[config.mk]
export PLATFORM = sky130hd
export DESIGN_NAME = virtio_mmio_block_register_front_end
export DESIGN_NICKNAME = d
export VERILOG_FILES = /design/src/vmbr_pkg.sv /design/src/vmbr_regs.sv /design/src/vmbr_ring_calc.sv /design/src/virtio_mmio_block_register_front_end.sv
export SDC_FILE = /design/constraint.sdc
export NUM_CORES = 2
export LEC_CHECK = 0
export BUFFER_PORTS_ARGS = -buffer_cell sky130_fd_sc_hd__buf_2
export CAP_MARGIN = 20
export CORE_MARGIN = 3
export CORE_UTILIZATION = 35
export CTS_CLUSTER_SIZE = 25
export DETAILED_ROUTE_END_ITERATION = 7
export PLACE_DENSITY = 0.53
export SYNTH_ARGS = -nofsm -noshare
export SYNTH_HDL_FRONTEND = slang
export SYNTH_SLANG_ARGS = --single-unit
export TNS_END_PERCENT = 20
[constraint.sdc]
create_clock -name clk -period 23 [get_ports clk]
set_input_delay 2.3 -clock clk [delete_from_list [all_inputs] [get_ports clk]]
set_output_delay 2.3 -clock clk [all_outputs]
set_load 0.05 [all_outputs]
[src/vmbr_pkg.sv]
// ----------------------------------------------------------------------------
// vmbr_pkg
// Shared types and constants for the legacy virtio-mmio block register file.
// ----------------------------------------------------------------------------
package vmbr_pkg;

    localparam logic [1:0] OP_READ     = 2'd0;
    localparam logic [1:0] OP_WRITE    = 2'd1;
    localparam logic [1:0] OP_COMPLETE = 2'd2;

    localparam logic CFG_CAPACITY   = 1'b0;
    localparam logic CFG_CARD_READY = 1'b1;

    localparam logic [11:0] OFF_MAGIC      = 12'h000;
    localparam logic [11:0] OFF_VERSION    = 12'h004;
    localparam logic [11:0] OFF_DEVICE_ID  = 12'h008;
    localparam logic [11:0] OFF_VENDOR_ID  = 12'h00C;
    localparam logic [11:0] OFF_FEATURES   = 12'h010;
    localparam logic [11:0] OFF_PAGE_SIZE  = 12'h028;
    localparam logic [11:0] OFF_QUEUE_MAX  = 12'h034;
    localparam logic [11:0] OFF_QUEUE_NUM  = 12'h038;
    localparam logic [11:0] OFF_QUEUE_ALIGN = 12'h03C;
    localparam logic [11:0] OFF_QUEUE_PFN  = 12'h040;
    localparam logic [11:0] OFF_NOTIFY     = 12'h050;
    localparam logic [11:0] OFF_IRQ_STATUS = 12'h060;
    localparam logic [11:0] OFF_IRQ_ACK    = 12'h064;
    localparam logic [11:0] OFF_STATUS     = 12'h070;
    localparam logic [11:0] OFF_CFG_START  = 12'h100;

    localparam logic [31:0] MAGIC_WORD        = 32'h7472_6976;
    localparam logic [31:0] VERSION_WORD      = 32'd1;
    localparam logic [31:0] BLOCK_DEV_ID      = 32'd2;
    localparam logic [31:0] VENDOR_WORD       = 32'h5034_5052;
    localparam logic [31:0] MAX_QUEUE_ENTRIES = 32'd128;
    localparam logic [31:0] DEFAULT_ALIGN_M1  = 32'd4095;

    typedef struct packed {
        logic [31:0] frame;
        logic [31:0] page;
        logic [31:0] size;
        logic [31:0] align;
    } geometry_t;

    typedef struct packed {
        logic [31:0] rdata;
        logic        irq;
        logic        notify;
        logic        live;
        logic        rst;
    } step_flags_t;

endpackage

[src/vmbr_regs.sv]
// ----------------------------------------------------------------------------
// vmbr_regs
// Register state, read decode and write side effects for one transaction.
// ----------------------------------------------------------------------------
module vmbr_regs
    import vmbr_pkg::*;
(
    input  logic              clk,
    input  logic              rst_n,
    input  logic              accept,
    input  logic [1:0]        opcode,
    input  logic [11:0]       reg_offset,
    input  logic [31:0]       write_value,
    input  logic [2:0]        access_width,
    input  logic              cfg_we,
    input  logic              cfg_index,
    input  logic [63:0]       cfg_data,
    output step_flags_t       step,
    output geometry_t         geom
);

    logic [63:0] capacity_reg;
    logic        card_ready_reg;
    logic [31:0] driver_status_reg, driver_status_next;
    logic [31:0] page_size_reg, page_size_next;
    logic [31:0] ring_size_reg, ring_size_next;
    logic [31:0] ring_align_reg, ring_align_next;
    logic [31:0] ring_frame_reg, ring_frame_next;
    logic [31:0] irq_status_reg, irq_status_next;
    logic        ring_live_reg, ring_live_next;
    logic        irq_asserted_reg, irq_asserted_next;

    logic [31:0] cfg_word;
    logic [31:0] reg_word;
    logic [31:0] ack_status;
    logic [11:0] cfg_base;
    logic [2:0]  cfg_width;
    logic        kick;
    logic        ring_rst;

    always_comb
    begin
        logic [12:0] byte_idx;
        cfg_base  = reg_offset - OFF_CFG_START;
        cfg_width = (access_width > 3'd4) ? 3'd4 : access_width;
        cfg_word  = '0;
        for (int i = 0; i < 4; i++)
        begin
            byte_idx = {1'b0, cfg_base} + 13'(i);
            if ((3'(i) < cfg_width) && (byte_idx < 13'd8))
            begin
                cfg_word[8*i +: 8] = capacity_reg[{byte_idx[2:0], 3'b000} +: 8];
            end
        end
    end

    always_comb
    begin
        unique case (reg_offset)
            OFF_MAGIC:      reg_word = MAGIC_WORD;
            OFF_VERSION:    reg_word = VERSION_WORD;
            OFF_DEVICE_ID:  reg_word = BLOCK_DEV_ID;
            OFF_VENDOR_ID:  reg_word = VENDOR_WORD;
            OFF_FEATURES:   reg_word = '0;
            OFF_QUEUE_MAX:  reg_word = MAX_QUEUE_ENTRIES;
            OFF_QUEUE_PFN:  reg_word = ring_frame_reg;
            OFF_IRQ_STATUS: reg_word = irq_status_reg;
            OFF_STATUS:     reg_word = driver_status_reg;
            default:        reg_word = '0;
        endcase
    end

    assign ack_status = irq_status_reg & ~write_value;

    always_comb
    begin
        driver_status_next = driver_status_reg;
        page_size_next     = page_size_reg;
        ring_size_next     = ring_size_reg;
        ring_align_next    = ring_align_reg;
        ring_frame_next    = ring_frame_reg;
        irq_status_next    = irq_status_reg;
        ring_live_next     = ring_live_reg;
        irq_asserted_next  = irq_asserted_reg;
        kick               = 1'b0;
        ring_rst           = 1'b0;
        step.rdata         = '0;
        unique case (opcode)
            OP_READ:
            begin
                step.rdata = (reg_offset >= OFF_CFG_START) ? cfg_word : reg_word;
            end
            OP_WRITE:
            begin
                unique case (reg_offset)
                    OFF_PAGE_SIZE:   page_size_next  = write_value;
                    OFF_QUEUE_NUM:   ring_size_next  = write_value;
                    OFF_QUEUE_ALIGN: ring_align_next = write_value;
                    OFF_QUEUE_PFN:
                    begin
                        ring_frame_next = write_value;
                        ring_live_next  = (write_value != '0) && (ring_size_reg != '0)
                                          && (page_size_reg != '0) && card_ready_reg;
                        ring_rst        = 1'b1;
                    end
                    OFF_NOTIFY:      kick = 1'b1;
                    OFF_IRQ_ACK:
                    begin
                        irq_status_next = ack_status;
                        if (ack_status == '0)
                        begin
                            irq_asserted_next = 1'b0;
                        end
                    end
                    OFF_STATUS:
                    begin
                        driver_status_next = write_value;
                        if (write_value == '0)
                        begin
                            ring_live_next    = 1'b0;
                            irq_status_next   = '0;
                            irq_asserted_next = 1'b0;
                            ring_rst          = 1'b1;
                        end
                    end
                    default: ;
                endcase
            end
            OP_COMPLETE:
            begin
                irq_status_next   = irq_status_reg | 32'd1;
                irq_asserted_next = 1'b1;
            end
            default: ;
        endcase
        step.irq    = irq_asserted_next;
        step.notify = kick;
        step.live   = ring_live_next;
        step.rst    = ring_rst;
    end

    always_ff @(posedge clk or negedge rst_n)
    begin
        if (!rst_n)
        begin
            capacity_reg      <= '0;
            card_ready_reg    <= 1'b0;
        end
        else if (cfg_we)
        begin
            unique case (cfg_index)
                CFG_CAPACITY:   capacity_reg   <= cfg_data;
                CFG_CARD_READY: card_ready_reg <= cfg_data[0];
                default: ;
            endcase
        end
    end

    always_ff @(posedge clk or negedge rst_n)
    begin
        if (!rst_n)
        begin
            driver_status_reg <= '0;
            page_size_reg     <= '0;
            ring_size_reg     <= '0;
            ring_align_reg    <= '0;
            ring_frame_reg    <= '0;
            irq_status_reg    <= '0;
            ring_live_reg     <= 1'b0;
            irq_asserted_reg  <= 1'b0;
        end
        else if (accept)
        begin
            driver_status_reg <= driver_status_next;
            page_size_reg     <= page_size_next;
            ring_size_reg     <= ring_size_next;
            ring_align_reg    <= ring_align_next;
            ring_frame_reg    <= ring_frame_next;
            irq_status_reg    <= irq_status_next;
            ring_live_reg     <= ring_live_next;
            irq_asserted_reg  <= irq_asserted_next;
        end
    end

    assign geom.frame = ring_frame_reg;
    assign geom.page  = page_size_reg;
    assign geom.size  = ring_size_reg;
    assign geom.align = ring_align_reg;

endmodule

[src/vmbr_ring_calc.sv]
// ----------------------------------------------------------------------------
// vmbr_ring_calc
// Two-stage ring base address calculation: multiply, then add and align.
// ----------------------------------------------------------------------------
module vmbr_ring_calc
    import vmbr_pkg::*;
(
    input  logic        clk,
    input  logic        load_mul,
    input  logic        load_sum,
    input  geometry_t   geom,
    output logic [31:0] desc_base,
    output logic [31:0] avail_base,
    output logic [31:0] used_base
);

    logic [31:0] prod_reg;
    logic [31:0] ring_bytes_reg;
    logic [31:0] tail_bytes_reg;
    logic [31:0] align_m1_reg;
    logic [31:0] align_m1;
    logic [31:0] round_sum;
    logic [31:0] desc_reg;
    logic [31:0] avail_reg;
    logic [31:0] used_reg;

    assign align_m1 = (geom.align == '0) ? DEFAULT_ALIGN_M1 : (geom.align - 32'd1);

    always_ff @(posedge clk)
    begin
        if (load_mul)
        begin
            prod_reg       <= geom.frame * geom.page;
            ring_bytes_reg <= {geom.size[27:0], 4'b0000};
            tail_bytes_reg <= {geom.size[27:0], 4'b0000} + {geom.size[30:0], 1'b0}
                              + 32'd6;
            align_m1_reg   <= align_m1;
        end
    end

    assign round_sum = prod_reg + tail_bytes_reg + align_m1_reg;

    always_ff @(posedge clk)
    begin
        if (load_sum)
        begin
            desc_reg  <= prod_reg;
            avail_reg <= prod_reg + ring_bytes_reg;
            used_reg  <= round_sum & ~align_m1_reg;
        end
    end

    assign desc_base  = desc_reg;
    assign avail_base = avail_reg;
    assign used_base  = used_reg;

endmodule

[src/virtio_mmio_block_register_front_end.sv]
// Pipeline: an accepted result passes through s1_reg, s2_reg and s3_reg to the
//   outputs; an output stall can hold it in any of them.
// Throughput: one transaction per cycle while out_stall is low; the ring base
//   multiply and add/align each own a pipeline stage behind the register file.
// Reset: rst_n clears all device registers, configuration and pipeline valids.
// ----------------------------------------------------------------------------
// virtio_mmio_block_register_front_end
// Legacy virtio-mmio block device register file with ring base outputs.
// ----------------------------------------------------------------------------
module virtio_mmio_block_register_front_end
    import vmbr_pkg::*;
(
    input  logic        clk,
    input  logic        rst_n,
    input  logic        in_valid,
    output logic        in_stall,
    input  logic [1:0]  opcode,
    input  logic [11:0] reg_offset,
    input  logic [31:0] write_value,
    input  logic [2:0]  access_width,
    input  logic        cfg_we,
    input  logic        cfg_index,
    input  logic [63:0] cfg_data,
    output logic        out_valid,
    input  logic        out_stall,
    output logic [31:0] read_data,
    output logic        irq_line,
    output logic        notify,
    output logic        queue_live,
    output logic        ring_reset,
    output logic [31:0] desc_base,
    output logic [31:0] avail_base,
    output logic [31:0] used_base
);

    step_flags_t step;
    geometry_t   geom;
    step_flags_t s1_reg, s2_reg, s3_reg;
    logic        v1_reg, v2_reg, v3_reg;
    logic        rdy1, rdy2, rdy3;
    logic        accept;

    assign rdy3     = !v3_reg || !out_stall;
    assign rdy2     = !v2_reg || rdy3;
    assign rdy1     = !v1_reg || rdy2;
    assign in_stall = !rdy1;
    assign accept   = in_valid && rdy1;

    vmbr_regs u_regs (
        .clk          (clk),
        .rst_n        (rst_n),
        .accept       (accept),
        .opcode       (opcode),
        .reg_offset   (reg_offset),
        .write_value  (write_value),
        .access_width (access_width),
        .cfg_we       (cfg_we),
        .cfg_index    (cfg_index),
        .cfg_data     (cfg_data),
        .step         (step),
        .geom         (geom)
    );

    vmbr_ring_calc u_ring_calc (
        .clk        (clk),
        .load_mul   (v1_reg && rdy2),
        .load_sum   (v2_reg && rdy3),
        .geom       (geom),
        .desc_base  (desc_base),
        .avail_base (avail_base),
        .used_base  (used_base)
    );

    always_ff @(posedge clk or negedge rst_n)
    begin
        if (!rst_n)
        begin
            v1_reg <= 1'b0;
            v2_reg <= 1'b0;
            v3_reg <= 1'b0;
        end
        else
        begin
            if (rdy1)
            begin
                v1_reg <= in_valid;
            end
            if (rdy2)
            begin
                v2_reg <= v1_reg;
            end
            if (rdy3)
            begin
                v3_reg <= v2_reg;
            end
        end
    end

    always_ff @(posedge clk)
    begin
        if (accept)
        begin
            s1_reg <= step;
        end
        if (v1_reg && rdy2)
        begin
            s2_reg <= s1_reg;
        end
        if (v2_reg && rdy3)
        begin
            s3_reg <= s2_reg;
        end
    end

    assign out_valid  = v3_reg;
    assign read_data  = s3_reg.rdata;
    assign irq_line   = s3_reg.irq;
    assign notify     = s3_reg.notify;
    assign queue_live = s3_reg.live;
    assign ring_reset = s3_reg.rst;

    // notify comes only from a write, which returns no read data
    a_notify_no_data: assert property (@(posedge clk) disable iff (!rst_n)
        (out_valid && notify) |-> (read_data == '0))
        else $error("notify with nonzero read data");

    a_notify_rst_excl: assert property (@(posedge clk) disable iff (!rst_n)
        out_valid |-> !(notify && ring_reset))
        else $error("notify and ring_reset in one transaction");

    a_accept_room: assert property (@(posedge clk) disable iff (!rst_n)
        (in_valid && !in_stall) |-> (!v1_reg || !v2_reg || !v3_reg || !out_stall))
        else $error("transaction accepted into a full pipeline");

endmodule
Word-level counts from Yosys, hierarchy flattened
Cells that the tools add are included.
{"block": "word_totals", "in_bits": 119, "register_bits": 590, "out_inout_bits": 134, "wordCells": 141}
{"block": "op_classes", "mul": 1, "n_shift": 4, "n_lt_le_gt_ge": 10, "reduce_logical": 37, "eq_ne": 17, "bitwise_logic": 6, "add_sub_neg": 10, "n_mux": 20}
{"cell": "case mux 32 bit (8 select lines)", "n": 1}
{"cell": "indexed part select 64 x 7 -> 8 bit", "n": 4}
{"cell": "adder 32 bit", "n": 4}
{"cell": "case mux 32 bit (2 select lines)", "n": 2}
{"cell": "zero test 32 bit", "n": 3}
{"cell": "nonzero test 32 bit", "n": 3}
{"cell": "bitwise AND 32 bit", "n": 2}
{"cell": "2-to-1 mux 32 bit", "n": 2}
{"cell": "NOT 32 bit", "n": 2}
{"cell": "equality test 12 x 7 -> 1 bit, second input constant", "n": 5}
{"cell": "equality test 12 x 6 -> 1 bit, second input constant", "n": 4}
{"cell": "< comparator 13 x 4 -> 1 bit, second input constant", "n": 3}
{"cell": "adder 32 x 3 -> 32 bit, second input constant", "n": 1}
{"cell": "multiplier 32 x 32 -> 32 bit", "n": 1}
{"cell": "2-to-1 mux 8 bit", "n": 4}
{"cell": "subtractor 32 x 1 -> 32 bit, second input constant", "n": 1}
{"cell": "adder 12 x 2 -> 13 bit, second input constant", "n": 2}
{"cell": "equality test 12 x 4 -> 1 bit, second input constant", "n": 2}
{"cell": "AND reduction 3 bit", "n": 5}
{"cell": "adder 12 x 1 -> 13 bit, second input constant", "n": 1}
{"cell": "equality test 12 x 3 -> 1 bit, second input constant", "n": 1}
{"cell": ">= comparator 12 x 9 -> 1 bit, second input constant", "n": 1}
{"cell": "zero test 12 bit", "n": 1}
{"cell": "< comparator 12 x 4 -> 1 bit, second input constant", "n": 1}
{"cell": "other kinds (20)", "n": 49}

Logic depth before layout (Yosys ltp)
{"block": "logic_depth", "word_depth": 6, "depth_mapped": 27, "depth_no_buf": 25}

Modules after synthesis
A second synthesis with hierarchy kept.
{"block": "unflattened", "hier_cells": 4131, "area_unflattened_um2": 45287.2}
{"module": "vmbr_ring_calc", "cells_per_inst": 2704, "area_each_um2": 27682.8, "n_inst": 1, "seq_area_each_um2": 6456.2}
{"module": "vmbr_regs", "cells_per_inst": 1307, "area_each_um2": 14229.9, "n_inst": 1, "seq_area_each_um2": 6481.2}
{"module": "virtio_mmio_block_register_front_end", "cells_per_inst": 120, "area_each_um2": 3374.5, "n_inst": 1, "seq_area_each_um2": 3318.2}

Worst setup path after synthesis
Ideal clock, no wire load.
{"block": "synth_path", "path_type": "in2reg", "start": "in out_stall", "end": "reg s3_reg (netlist bit irq_line), enable pin", "path_stages": 1, "path_buffers": 0, "path_slack_ps": 10675, "arrival_ps": 11514, "setup_time_ps": 811, "required_time_ps": 22189, "path_cell_list": "a21boi_0"}
{"block": "synth_between", "elab_chain_cells": 3}
{"item": "start, declared", "line": "virtio_mmio_block_register_front_end.sv:25", "rtl": "input logic out_stall,"}
{"item": "zero test 1 bit", "line": "virtio_mmio_block_register_front_end.sv:43", "rtl": "assign rdy3 = !v3_reg || !out_stall;"}
{"item": "logical OR 1 bit", "line": "virtio_mmio_block_register_front_end.sv:43"}
{"item": "logical AND 1 bit", "line": "virtio_mmio_block_register_front_end.sv:109", "rtl": "if (v2_reg && rdy3)"}
{"item": "end signal, assigned", "line": "virtio_mmio_block_register_front_end.sv:111", "rtl": "s3_reg <= s2_reg;"}
{"item": "end, declared", "line": "virtio_mmio_block_register_front_end.sv:38", "rtl": "step_flags_t s1_reg, s2_reg, s3_reg;"}
Every way passes these cells.
A chain may end at the register's enable or synchronous reset.

Worst setup path in the final report
{"block": "layout_path", "start": "reg u_regs.page_size_reg[4]", "end": "reg u_ring_calc.prod_reg[27] (data pin)"}
{"block": "layout_between", "elab_chain_cells": 1}
{"item": "start, declared", "line": "vmbr_regs.sv:25", "rtl": "logic [31:0] page_size_reg, page_size_next;"}
{"item": "start signal, assigned", "line": "vmbr_regs.sv:175", "rtl": "page_size_reg <= page_size_next;"}
{"item": "multiplier 32 x 32 -> 32 bit", "line": "vmbr_ring_calc.sv:33", "rtl": "prod_reg <= geom.frame * geom.page;"}
{"item": "end signal, assigned", "line": "vmbr_ring_calc.sv:33"}
{"item": "end, declared", "line": "vmbr_ring_calc.sv:17", "rtl": "logic [31:0] prod_reg;"}
Every way passes these cells.

==> insert_results.sql <==
INSERT INTO impl_metrics (metric_group, metric, value, unit) VALUES
('outcome', 'status', 'completed', ''),
('timing', 'worst_hold_slack_after_final_layout', '0.411', 'ns'),
('timing', 'maxClockFrequency', '131', 'MHz'),
('clocking', 'cts_repair_resize_count', '0', ''),
('routing', 'drt_pass1_iterations', '8', ''),
('logic_synthesis', 'synth_ff_type', 'sky130_fd_sc_hd__edfxtp_1', ''),
('global_route', 'grt_start_max_net_pins', '76', ''),
('routing', 'finalWirelength', '133000', 'µm'),
('clocking', 'clk-insertion-delay-late', '0.67', 'ns'),
('global_route', 'track_usage', '0.204', ''),
('timing', 'rsz0062_at_grt', 'false', ''),
('die', 'floorplan.initialDensity', '0.353', ''),
('die', 'die_height', '365', 'µm'),
('global_route', 'grt_antenna_before_repair', '20', ''),
('global_route', 'met3_usage', '0.0320', ''),
('hold_path', 'worstHoldPathType', 'flip-flop to flip-flop', ''),
('finish', 'final_net_count', '4985', ''),
('place', 'gp_routability_congestion', '0.878', ''),
('finish', 'count_of_filler_cells_inserted_in_the_layout', '12400', ''),
('power_and_ir_drop', 'cell_internal_pwr', '2.02', 'mW'),
('global_route', 'grt_pass1_vias', '32200', ''),
('global_route', 'gr-usage-met1', '0.273', ''),
('critical_path', 'worst_ep_required_time', '23.40', 'ns'),
('clocking', 'postCtsHoldBufs', '0', ''),
('clocking', 'clk_transition_reported_paths', '0.06', 'ns'),
('power_and_ir_drop', 'power.clock.fraction', '0.377', ''),
('clocking', 'htreeDepth', '3', ''),
('finish', 'fraction_of_layout_instances_using_a_drive_strength_above_1', '0.176', ''),
('global_route', 'first_pass_grt_wire_length', '204000', 'µm'),
('clocking', 'post-cts-setup-buffers', '0', ''),
('die', 'design.portCount', '253', ''),
('logic_synthesis', 'synth.lib_cells_used.distinct', '80', ''),
('finish', 'largest_register_ffs', '64', ''),
('power_and_ir_drop', 'combinationalPowerShare', '0.187', ''),
('critical_path', 'path_max_fanout', '30', ''),
('routing', 'vias', '30800', ''),
('routing', 'avgViaCountPerCell', '5.19', ''),
('logic_synthesis', 'mappedNetlistNets', '4793', ''),
('routing', 'detail_route.iter0.violations', '2166', ''),
('logic_synthesis', 'ys_seq_area_frac', '0.360', ''),
('logic_synthesis', 'flip_flop_and_latch_count_after_synthesis', '585', ''),
('power_and_ir_drop', 'switching_share_of_power', '0.303', ''),
('timing', 'maxSlewHeadroom', '0.294', ''),
('finish', 'area_growth', '11.9', '%'),
('timing', 'setup_violators_final', '0', ''),
('die', 'fp-row-count', '131', ''),
('global_route', 'top_usage_layer', 'met2', ''),
('finish', 'post_route_non_filler_standard_cell_count', '5931', ''),
('logic_synthesis', 'synthesis.area', '45100', 'µm²'),
('global_route', 'overflow', '0', ''),
('timing', 'setup_tns', '0', 'ns'),
('place', 'port_buffers', '252', ''),
('logic_synthesis', 'postSynth.asyncResetShare', '0.448', ''),
('place', 'dpl.hpwl', '102000', 'µm'),
('timing', 'timing_worst_slew_pin_value', '1.06', 'ns'),
('timing', 'slew_viol_final', '0', ''),
('logic_synthesis', 'netlist_instances', '4013', ''),
('logic_synthesis', 'total_number_of_yosys_warnings', '0', ''),
('clocking', 'cts_tree', 'yes', ''),
('routing', 'wl_per_cell', '22.5', 'µm'),
('timing', 'post-route-min-period', '7.65', 'ns'),
('timing', 'finClkSkew', '0.0193', 'ns'),
('timing', 'final.period_utilization', '0.332', ''),
('logic_synthesis', 'post_synth.cell_area_avg', '11.2', 'µm²'),
('timing', 'final_hold_viol_count', '0', ''),
('logic_synthesis', 'synth-edff-count', '323', ''),
('clocking', 'cts_sinks', '585', ''),
('job', 'drv_cap', '0', ''),
('die', 'die_x', '365', 'µm'),
('routing', 'antenna_viol_nets_final', '0', ''),
('critical_path', 'end_kind', 'flip-flop', '');
-- synthesized netlist by cell type, drive strengths merged, types with 26 or more instances --
cell / count / share of area
a21o: 32 / 0.0053
a21oi: 98 / 0.011
a31oi: 32 / 0.0044
and2: 351 / 0.049
buf: 36 / 0.0042
clkbuf: 148 / 0.012
dfrtp: 262 / 0.15
edfxtp: 323 / 0.22
fa: 440 / 0.20
ha: 221 / 0.061
inv: 475 / 0.040
mux2: 235 / 0.059
mux2i: 27 / 0.0060
mux4: 64 / 0.032
nand2: 339 / 0.028
nand3: 32 / 0.0036
nor2: 207 / 0.017
nor2b: 33 / 0.0046
nor3: 54 / 0.0062
nor4: 40 / 0.0062
o21ai: 86 / 0.0095
o22ai: 26 / 0.0036
xnor2: 135 / 0.026
xor2: 52 / 0.010
-- per-stage QoR --
step | instance area, µm² | worst slack, ns
2_1_floorplan | 45100 | 10.67
3_3_place_gp | 48100 | 15.39
3_5_place_dp | 48100 | 15.34
4_1_cts | 50400 | 15.33
5_1_grt | 50400 | 14.86
6_report | 50500 | 15.35
-- path summary, 6_finish.rpt --
kind                                                   to  depth (start not counted)  slack [ns]                    start
min in group asynchronous         u_regs.capacity_reg[21]                          1        1.60                    rst_n
worst max-delay path             u_ring_calc.prod_reg[27]                         23       15.35  u_regs.page_size_reg[4]
max in group asynchronous       u_regs.ring_frame_reg[13]                          2       19.99                    rst_n
worst min register to register              read_data[28]                          0        0.41               s2_reg[32]
worst max register to register   u_ring_calc.prod_reg[27]                         23       15.35  u_regs.page_size_reg[4]
worst min-delay path                        read_data[28]                          0        0.41               s2_reg[32]
-- power by group through the flow --
stage / Combinational [mW] / Sequential (mW) / Clock [mW]
2_1_floorplan: 0.267 / 1.39 / 0
3_3_place_gp: 0.539 / 1.28 / 0
3_5_place_dp: 0.542 / 1.29 / 0
4_1_cts: 0.544 / 1.26 / 1.12
5_1_grt: 0.588 / 1.27 / 1.16
6_report: 0.541 / 1.26 / 1.09
-- area by class of cell --
cell class / instances / area [µm²] / share of cell area
multi-input cells: 2769 / 26400 / 0.523
flip-flops and latches: 585 / 16300 / 0.322
well taps: 1662 / 2080 / 0.0412
clock buffers: 89 / 1900 / 0.0377
inverters: 475 / 1780 / 0.0353
repair buffers: 305 / 1690 / 0.0335
clock inverters: 37 / 340 / 0.00675
diodes: 9 / 22.5 / 0.000446
-- critical path: stages (launching register included) --
cell,delay [ns]
sky130_fd_sc_hd__dfrtp_1,0.97
sky130_fd_sc_hd__and2_1,0.25
sky130_fd_sc_hd__fa_1,0.40
sky130_fd_sc_hd__inv_1,0.07
sky130_fd_sc_hd__fa_1,0.43
sky130_fd_sc_hd__fa_1,0.49
sky130_fd_sc_hd__fa_1,0.56
sky130_fd_sc_hd__inv_1,0.06
sky130_fd_sc_hd__fa_1,0.50
sky130_fd_sc_hd__inv_1,0.06
sky130_fd_sc_hd__fa_1,0.52
sky130_fd_sc_hd__inv_1,0.05
sky130_fd_sc_hd__fa_1,0.49
sky130_fd_sc_hd__fa_1,0.41
sky130_fd_sc_hd__ha_1,0.35
sky130_fd_sc_hd__nand3_1,0.13
sky130_fd_sc_hd__o211ai_1,0.10
sky130_fd_sc_hd__o41ai_1,0.36
sky130_fd_sc_hd__o21ai_0,0.14
sky130_fd_sc_hd__a311o_1,0.35
sky130_fd_sc_hd__a21o_1,0.22
sky130_fd_sc_hd__a21oi_1,0.19
sky130_fd_sc_hd__o21ai_0,0.11
sky130_fd_sc_hd__xor2_1,0.15
-- kinds of logic (layout without fill, tap and decap cells) --
group / count (synthesis) / after routing / synth area share
DFF: 585 / 585 / 0.360
and+or+nand+nor: 1160 / 1160 / 0.131
xor gates and xnor gates: 187 / 187 / 0.0363
buffers and inverters: 659 / 906 / 0.0561
other: 0 / 9 / 0
adders and majority gates: 661 / 661 / 0.257
muxes: 326 / 326 / 0.0966
AOI/OAI and AO/OA: 435 / 435 / 0.0632
-- cell usage in the layout, fill, tap and decap left out, drive strengths merged, types with 98 or more instances in the layout --
| master | instances |
|---|---|
| a21oi | 98 |
| and2 | 351 |
| buf | 304 |
| dfrtp | 262 |
| edfxtp | 323 |
| fa | 440 |
| ha | 221 |
| inv | 484 |
| mux2 | 235 |
| nand2 | 339 |
| nor2 | 207 |
| xnor2 | 135 |
-- metal layers --
metal,vias to the layer above,part of all wire
met2,878,0.48
met1,15900,0.44
met3,179,0.053
li1,13900,-
met4,6,0.026
met5,-,0.00030
Note: power is estimated with default switching activity, not from simulation.
